## config.mk

```make
export PLATFORM = sky130hd
export DESIGN_NAME = key_table_round_robin
export DESIGN_NICKNAME = d
export VERILOG_FILES = /design/src/rtl/core/kt_pkg.sv /design/src/rtl/core/kt_store.sv /design/src/rtl/core/kt_ctrl.sv /design/src/rtl/core/key_table_round_robin.sv
export SDC_FILE = /design/constraint.sdc
export NUM_CORES = 2
export LEC_CHECK = 0
export BUFFER_PORTS_ARGS = -buffer_cell sky130_fd_sc_hd__clkbuf_2
export CORE_ASPECT_RATIO = 2
export CORE_MARGIN = 5
export CORE_UTILIZATION = 61
export CTS_CLUSTER_DIAMETER = 50
export DETAILED_ROUTE_END_ITERATION = 10
export GPL_TIMING_DRIVEN = 0
export PLACE_DENSITY = 0.82
export SETUP_SLACK_MARGIN = 0.1
export SLEW_MARGIN = 20
export SYNTH_ARGS = -nofsm -noshare
export SYNTH_HDL_FRONTEND = slang
export SYNTH_HIERARCHICAL = 1
export SYNTH_SLANG_ARGS = --single-unit
```

## constraint.sdc

```tcl
create_clock -name clk -period 40.8 [get_ports clk]
set_clock_uncertainty 0.2 [all_clocks]
set_input_delay 8.16 -clock clk [delete_from_list [all_inputs] [get_ports clk]]
set_output_delay 8.16 -clock clk [all_outputs]
set_load 0.02 [all_outputs]
```

## src/rtl/core/kt_pkg.sv

```systemverilog
package kt_pkg;

  localparam int ENTRIES_DEF     = 5;
  localparam int IDENT_BYTES_DEF = 16;
  localparam int KEY_BYTES_DEF   = 16;

  typedef enum logic [1:0] {
    CMD_ADD    = 2'd0,
    CMD_LOOKUP = 2'd1,
    CMD_REMOVE = 2'd2,
    CMD_NOP    = 2'd3
  } kt_cmd_t;

  typedef enum logic [1:0] {
    ST_IDLE,
    ST_SCAN,
    ST_FINISH
  } kt_state_t;

endpackage

```

## src/rtl/core/kt_store.sv

```systemverilog
module kt_store
  import kt_pkg::*;
#(
  parameter int ENTRIES = ENTRIES_DEF,
  parameter int IW      = 3,
  parameter int DW      = 256
) (
  input  logic          clk,
  input  logic          we,
  input  logic [IW-1:0] waddr,
  input  logic [DW-1:0] wdata,
  input  logic          re,
  input  logic [IW-1:0] raddr,
  output logic [DW-1:0] rdata
);

  logic [DW-1:0] mem [ENTRIES];

  always_ff @(posedge clk) begin
    if (we) begin
      mem[waddr] <= wdata;
    end
  end

  always_ff @(posedge clk) begin
    if (re) begin
      rdata <= mem[raddr];
    end
  end

endmodule

```

## src/rtl/core/kt_ctrl.sv

```systemverilog
module kt_ctrl
  import kt_pkg::*;
#(
  parameter int ENTRIES = ENTRIES_DEF,
  parameter int IW      = 3,
  parameter int IDW     = 128,
  parameter int KW      = 128
) (
  input  logic              clk,
  input  logic              rst,
  input  logic              start,
  output logic              busy,
  input  logic [1:0]        command,
  input  logic [IDW-1:0]    ident,
  input  logic [KW-1:0]     key_in,
  output logic              done,
  output logic              hit,
  output logic [KW-1:0]     key_out,
  output logic              we,
  output logic [IW-1:0]     waddr,
  output logic [IDW+KW-1:0] wdata,
  output logic              re,
  output logic [IW-1:0]     raddr,
  input  logic [IDW+KW-1:0] rdata
);

  localparam int CW = $clog2(ENTRIES + 1);

  kt_state_t         state, state_next;
  kt_cmd_t           cmd_r;
  logic [IDW-1:0]    ident_r;
  logic [KW-1:0]     key_r;
  logic [CW-1:0]     idx;
  logic              pend;
  logic [IW-1:0]     cmp_idx;
  logic              hit_r;
  logic [IW-1:0]     match_idx;
  logic [KW-1:0]     key_hit;
  logic [ENTRIES-1:0] valid;
  logic [IW-1:0]     ptr;
  logic              match;
  logic              last;

  assign match = pend && valid[cmp_idx] && (rdata[IDW+KW-1:KW] == ident_r);
  assign last  = pend && (cmp_idx == IW'(ENTRIES - 1));

  always_comb begin
    state_next = state;
    unique case (state)
      ST_IDLE:   if (start) state_next = ST_SCAN;
      ST_SCAN:   if (match || last) state_next = ST_FINISH;
      ST_FINISH: state_next = ST_IDLE;
      default:   state_next = ST_IDLE;
    endcase
  end

  always_comb begin
    busy  = (state != ST_IDLE);
    re    = (state == ST_SCAN) && (idx != CW'(ENTRIES));
    raddr = idx[IW-1:0];
    we    = (state == ST_FINISH) && (cmd_r == CMD_ADD) && !hit_r;
    waddr = ptr;
    wdata = {ident_r, key_r};
  end

  always_ff @(posedge clk) begin
    if (rst) begin
      state <= ST_IDLE;
      valid <= '0;
      ptr   <= '0;
      done  <= 1'b0;
      pend  <= 1'b0;
    end else begin
      state <= state_next;
      done  <= 1'b0;
      unique case (state)
        ST_IDLE: begin
          if (start) begin
            cmd_r   <= kt_cmd_t'(command);
            ident_r <= ident;
            key_r   <= key_in;
            idx     <= '0;
            pend    <= 1'b0;
          end
        end
        ST_SCAN: begin
          pend    <= re;
          cmp_idx <= idx[IW-1:0];
          if (re) begin
            idx <= idx + CW'(1);
          end
          if (match) begin
            hit_r     <= 1'b1;
            match_idx <= cmp_idx;
            key_hit   <= rdata[KW-1:0];
          end else if (last) begin
            hit_r <= 1'b0;
          end
        end
        ST_FINISH: begin
          done <= 1'b1;
          hit  <= hit_r;
          key_out <= (cmd_r == CMD_LOOKUP && hit_r) ? key_hit : '0;
          if (cmd_r == CMD_ADD && !hit_r) begin
            valid[ptr] <= 1'b1;
            ptr <= (ptr == IW'(ENTRIES - 1)) ? '0 : ptr + IW'(1);
          end
          if (cmd_r == CMD_REMOVE && hit_r) begin
            valid[match_idx] <= 1'b0;
          end
        end
        default: begin
          pend <= 1'b0;
        end
      endcase
    end
  end

  a_done_after_finish: assert property (@(posedge clk) disable iff (rst)
    done |-> $past(state == ST_FINISH))
    else $error("result strobe without a finishing step");

  a_finish_to_idle: assert property (@(posedge clk) disable iff (rst)
    (state == ST_FINISH) |=> (state == ST_IDLE))
    else $error("finishing step did not return to idle");

  a_ptr_range: assert property (@(posedge clk) disable iff (rst)
    ptr <= IW'(ENTRIES - 1))
    else $error("replacement pointer out of range");

  a_remove_clears: assert property (@(posedge clk) disable iff (rst)
    (state == ST_FINISH && cmd_r == CMD_REMOVE && hit_r) |=> !valid[$past(match_idx)])
    else $error("remove hit left entry valid");

endmodule

```

## src/rtl/core/key_table_round_robin.sv

```systemverilog
// Key table of ENTRIES identifier/key pairs with round-robin replacement. Pulse start
// with a command (add, lookup, remove) while busy is low; the table is walked one entry
// per cycle through a single registered read port and one shared identifier compare,
// stopping at the first valid match. The result appears on hit/key_out_* for exactly one
// cycle with done high, and sooner after start on an early hit than on a miss; the
// receiver cannot stall, so capture it on done. A new start is taken in the
// cycle done is shown. Only the low IDENT_BYTES and KEY_BYTES bytes are significant.
module key_table_round_robin
  import kt_pkg::*;
#(
  parameter int ENTRIES     = ENTRIES_DEF,
  parameter int IDENT_BYTES = IDENT_BYTES_DEF,
  parameter int KEY_BYTES   = KEY_BYTES_DEF
) (
  input  logic        clk,
  input  logic        rst,
  input  logic        start,
  output logic        busy,
  input  logic [1:0]  command,
  input  logic [63:0] ident_high,
  input  logic [63:0] ident_low,
  input  logic [63:0] key_in_high,
  input  logic [63:0] key_in_low,
  output logic        done,
  output logic        hit,
  output logic [63:0] key_out_high,
  output logic [63:0] key_out_low
);

  localparam int IW  = (ENTRIES > 1) ? $clog2(ENTRIES) : 1;
  localparam int IDW = 8 * IDENT_BYTES;
  localparam int KW  = 8 * KEY_BYTES;

  logic [127:0]      ident_full;
  logic [127:0]      key_full;
  logic [127:0]      key_out_full;
  logic [KW-1:0]     key_out_w;
  logic              we;
  logic [IW-1:0]     waddr;
  logic [IDW+KW-1:0] wdata;
  logic              re;
  logic [IW-1:0]     raddr;
  logic [IDW+KW-1:0] rdata;

  assign ident_full   = {ident_high, ident_low};
  assign key_full     = {key_in_high, key_in_low};
  assign key_out_full = 128'(key_out_w);
  assign key_out_high = key_out_full[127:64];
  assign key_out_low  = key_out_full[63:0];

  kt_ctrl #(
    .ENTRIES (ENTRIES),
    .IW      (IW),
    .IDW     (IDW),
    .KW      (KW)
  ) u_ctrl (
    .clk     (clk),
    .rst     (rst),
    .start   (start),
    .busy    (busy),
    .command (command),
    .ident   (ident_full[IDW-1:0]),
    .key_in  (key_full[KW-1:0]),
    .done    (done),
    .hit     (hit),
    .key_out (key_out_w),
    .we      (we),
    .waddr   (waddr),
    .wdata   (wdata),
    .re      (re),
    .raddr   (raddr),
    .rdata   (rdata)
  );

  kt_store #(
    .ENTRIES (ENTRIES),
    .IW      (IW),
    .DW      (IDW + KW)
  ) u_store (
    .clk   (clk),
    .we    (we),
    .waddr (waddr),
    .wdata (wdata),
    .re    (re),
    .raddr (raddr),
    .rdata (rdata)
  );

endmodule

```

# == After elaboration in Yosys (flattened, before gate mapping) ==
# Memories as Yosys holds them, arrays and structs flattened. A register that Yosys moved wholly into a read port is not among the register bits.
# Index checks and enable logic that the tools add are counted.
# word_totals
mem_bits_rw,1280
n_memories,1
in_bits,261
output_inout_bits,131
wordCells,89
reg_bits,537
# op_classes
addsub,2
n_mux,23
n_reduce_logical,27
magnitude_cmp,5
bitwise_logic,5
eq_ne,11
# mem_list
name,words,word_bits,read_ports,rd_clocked_by_memory_dff,wr,line_no,text
u_store.mem,5,256,1,1,1,kt_store.sv:17,logic [DW-1:0] mem [ENTRIES];
# ops
cell,count
$eq 128x128->1,1
$mux 5,4
$lt 3x4->1 const B,3
$logic_and 1x1->1,11
$reduce_and 2->1,5
$mux 3,3
$reduce_and 3->1,3
$mux 1,8
$add 3x1->3 const B,2
$demux 1 s3,2
$eq 3x3->1 const B,2
$ge 3x1->1 const B,2
$pmux 3 s2,1
$reduce_bool 2->1,3
$and 5x5->5,1
$not 5->5,1
$or 5x5->5,1
$eq 2x1->1 const B,2
$eq 2x2->1 const B,2
$logic_not 2->1,2
$mux 2,2
$ne 2x2->1 const B,2
$pmux 2 s2,1
$reduce_and 4->1,1
7 further kinds,8

# == Logic depth before layout (Yosys ltp) ==
# logic_depth
ltp_word,10
ltp_mapped,7
depth_no_buf,7

# == By module ==
# The synthesis kept the hierarchy.
# modules_own_cells
mod,cells_per_inst,seq_area_each_um2,area_per_inst_um2,n_inst
kt_store,2994,46124.2,57722.9,1
kt_ctrl,975,16005.4,18919.4,1

# == Worst setup path before layout ==
# Ideal clock, no wire load.
# synth_path
kind,in2reg
start,input port rst
end,"register u_ctrl.cmd_r[0], enable pin"
path_slack_ps,4109
path_buffers,0
stages,1
setup_ps,1614
t_required_ps,38986
arrival_time_ps,34878
path_cell_list,nor4b_1
# synth_between
elab_chain_cells,2
# synth_rtl
element,line_no,text
"start, declared",key_table_round_robin.sv:16,"input logic rst,"
$not 1->1 (no source line),--,
$reduce_and 3->1 (no source line),--,
"end signal, assigned",kt_ctrl.sv:79,cmd_r <= kt_cmd_t'(command);
"end, declared",kt_ctrl.sv:30,kt_cmd_t cmd_r;
# No other way between the ends.
# A chain may end at the register's enable or synchronous reset.

# == Worst setup path in the final report ==
# layout_path
start,input port rst
end,"register u_ctrl.ident_r[66], enable pin"
# layout_between
elab_chain_cells,2
# layout_rtl
element,line_no,text
$not 1->1 (no source line),--,
$reduce_and 3->1 (no source line),--,
"end signal, assigned",kt_ctrl.sv:80,ident_r <= ident;
"end, declared",kt_ctrl.sv:31,logic [IDW-1:0] ident_r;
# No other way between the ends.

==> results.toml <==
[job]
drv.max_cap_violation_count = 0

[timing]
worst_slew_margin_rel = 0.157
finalHoldViolCount = 0
rsz0062_at_grt = "no"
timing_worst_slew_pin_value_ns = 1.27
setup_viol = 0
slew_violations = 0
fin_tns_setup_ns = 0
achievable-frequency_mhz = 92.7
layout_setup_ws_ns = 30.02
period_needed_ns = 10.78
min_period_over_period = 0.264

[layout]
final_core_utilization = 0.709
fillers = 7120
syn_to_final_growth_pct = 15.9
nNetsFinal = 5046
final_common_cell = "sky130_fd_sc_hd__edfxtp_1"
layout.cells.most_common_list = "sky130_fd_sc_hd__edfxtp_1, sky130_fd_sc_hd__clkbuf_2, sky130_fd_sc_hd__inv_1, sky130_fd_sc_hd__a211oi_1, sky130_fd_sc_hd__mux2i_1"
layout-drive-gt1-share = 0.244

[logic_synthesis]
synthDominantCellAreaShare = 0.808
mappedNetlistArea_mm2 = 0.0766
syn_nets = 4234
synth_flop_cell = "sky130_fd_sc_hd__edfxtp_1"
synth_enable_flop_cells = 2061
netlist-cell-type-count = 52
synth-async-reset-ratio = 0
yosys_warnings = 6
yosysTopAreaCell = "sky130_fd_sc_hd__edfxtp_1"
leading_post_synthesis_cells_by_cell_area = "sky130_fd_sc_hd__edfxtp_1, sky130_fd_sc_hd__a221oi_2, sky130_fd_sc_hd__mux2i_1"
synth_sequential_area_ratio = 0.811
synth_seq_cells = 2073
synthCells = 3969
postSynthAreaPerCell_um2 = 19.3

[detailed_routing]
route.detailed.wl_per_inst_um = 27.5
routed_wirelength_um = 181000
num_vias = 40811
detail_route.first_pass.iterations = 6
route.detailed.vias_per_inst = 6.18
antenna_left = 0
drtIter0Drc = 5162
drc_violation_count_after_routing = 0

[worst_setup_path]
setup.worst_path.start_class = "primary input"
setup.worst_path.end_class = "flip-flop"
timing.setup.critical_path_class = "primary input to flip-flop"
worst-path-max-fanout = 9
cp_data_required_time_ns = 41.10
critical_path_arrival_ns = 11.08

[grt]
initial_antenna_violation_count = 21
grt_use_total = 0.268
maximum_number_of_pins_on_one_net_before_global_route_repair = 39
grt_pass1_wl_um = 264000
via_count_of_the_first_global_routing_pass = 41279
globalRoute.totalOverflow = 0

[floorplan]
floorplan.core_area_mm2 = 0.125
rows = 184
fp.dieH_um = 511
floorplan.io_pins = 392
floorplan.initialDensity = 0.612
die_area_mm2 = 0.133
chipWidth_um = 261

[clocking]
clk_transition_reported_paths_ns = 0.07
ctsHtreeMaxLevel = 4
clock-sinks = 2073
post-cts-setup-buffer-count = 0
ctsResizeCount = 0
clock_tree.buffer_depth = 3
cts_root_buffer = "sky130_fd_sc_hd__clkbuf_16"
cts_hold_buf = 0
tritoncts = "built"
cts_made_buffers = 166
worstSkewPairLatency_ns = 0.81

[pwr]
peak_supply_drop_mv = 0.0536
share_comb_of_total_power = 0.055
power.clock.fraction = 0.384
static-leakage-power_nw = 30.7
power.switching_fraction = 0.215
sequentialPowerShare = 0.560
netSwitchingPower_uw = 928
internal_power_mw = 3.39
power.density_mw_per_mm2 = 48.6

[placed_design]
place_congestion = 0.834
preCtsSetupSlack_ns = 29.18
dpl.hpwl_um = 119000
numPortBuffers = 391

[min_path]
hold_class = "flip-flop to flip-flop"

[status]
run_status = "finished, final reports clean"
-- stage by stage --
step | power, mW | instances | hold WS [ns] | area (µm²)
floorplan | 2.61 | 3969 | 0.200 | 76600
CTS | 4.33 | 6593 | 0.206 | 88800
finish | 4.32 | 6600 | 0.198 | 88900
detailed placement | 2.69 | 6287 | 0.205 | 83200
global placement | 2.71 | 6034 | 0.200 | 80700
global route | 4.44 | 6593 | 0.224 | 88800
-- power by group through the flow --
stage          Clock (mW)  Combinational (mW)  Sequential, mW
6_report             1.66               0.239            2.42
5_1_grt              1.77               0.248            2.42
4_1_cts              1.67               0.236            2.42
3_5_place_dp            0               0.232            2.46
3_3_place_gp            0               0.210            2.50
2_1_floorplan           0               0.133            2.47
-- sequential cells by signal, indices dropped and copies added, names as in the netlist --
signal / cells
u_ctrl/key_hit: 128
u_ctrl/hit_r: 1
u_store/rdata: 256
u_ctrl/match_idx: 3
u_ctrl/state: 2
u_ctrl/hit: 1
u_ctrl/cmp_idx: 3
u_ctrl/waddr: 3
u_ctrl/valid: 5
u_ctrl/ident_r: 128
u_ctrl/cmd_r: 2
u_ctrl/pend: 1
u_ctrl/raddr: 3
u_store/mem: 1280
u_ctrl/key_r: 128
u_ctrl/done: 1
u_ctrl/key_out: 128
-- critical path, stage by stage --
cell                       delay, ns
sky130_fd_sc_hd__clkbuf_2       0.17
sky130_fd_sc_hd__nor4b_2        0.51
sky130_fd_sc_hd__buf_2          0.32
sky130_fd_sc_hd__buf_2          0.23
sky130_fd_sc_hd__buf_2          0.25
sky130_fd_sc_hd__buf_2          0.23
sky130_fd_sc_hd__buf_2          0.23
sky130_fd_sc_hd__buf_2          0.25
sky130_fd_sc_hd__buf_2          0.25
sky130_fd_sc_hd__buf_2          0.24
sky130_fd_sc_hd__buf_2          0.22
-- final timing paths --
kind	startpoint	to	slack, ns	depth (start not counted)
worst max-delay path	rst	u_ctrl/ident_r[66]$_DFFE_PP_	30.02	11
worst min-delay path	u_store/rdata[76]$_DFFE_PP_	u_ctrl/key_hit[76]$_DFFE_PP_	0.20	0
worst max register to register	u_ctrl/ident_r[14]$_DFFE_PP_	u_ctrl/key_hit[66]$_DFFE_PP_	35.65	11
worst min register to register	u_store/rdata[76]$_DFFE_PP_	u_ctrl/key_hit[76]$_DFFE_PP_	0.20	0
-- cell type report --
type                    count  area (µm²)  share of cell area
repair buffers            644        4380              0.0493
diodes                      7        17.5            0.000197
clock inverters           113        1300              0.0146
inverters                 288        1080              0.0122
clock buffers             193        4340              0.0489
flip-flops and latches   2073       62100               0.699
plain buffers             185        1140              0.0128
well taps                1674        2090              0.0236
multi-input cells        1423       12400               0.139
-- cell families after synthesis --
logic type / count (synthesis) / synth area share
buf+inv: 473 / 0.0289
flops: 2073 / 0.811
mux: 257 / 0.0337
fa+ha+maj: 4 / 0.000653
simple gates: 518 / 0.0428
compound gates: 561 / 0.0737
xor+xnor: 83 / 0.00948
-- synth_stat cells, drive strengths merged (2+ instances only) --
master   number
edfxtp     2061
inv         288
a211oi      257
a221oi      256
mux2i       256
nor2b       223
and2        128
buf         109
clkbuf       76
xnor2        72
and2b        60
nand2b       29
nand4        20
nor2         17
dfxtp        12
nor4         12
xor2         11
a21oi        10
a2111o        8
o2111ai       8
nand2         6
nand3         6
nor3          6
o22ai         5
a2111oi       4
ha            4
o221ai        3
a21boi        2
a311oi        2
nor4b         2
nor4bb        2
o21ai         2
-- per-layer routing --
layer	wire length [µm]	track usage	vias up
met5	127	0	-
met4	6030	0.0884	20
met3	20500	0.0624	379
met2	86900	0.420	2771
met1	67800	0.380	20502
li1	-	-	17139
(Power assumes the default switching activity.)
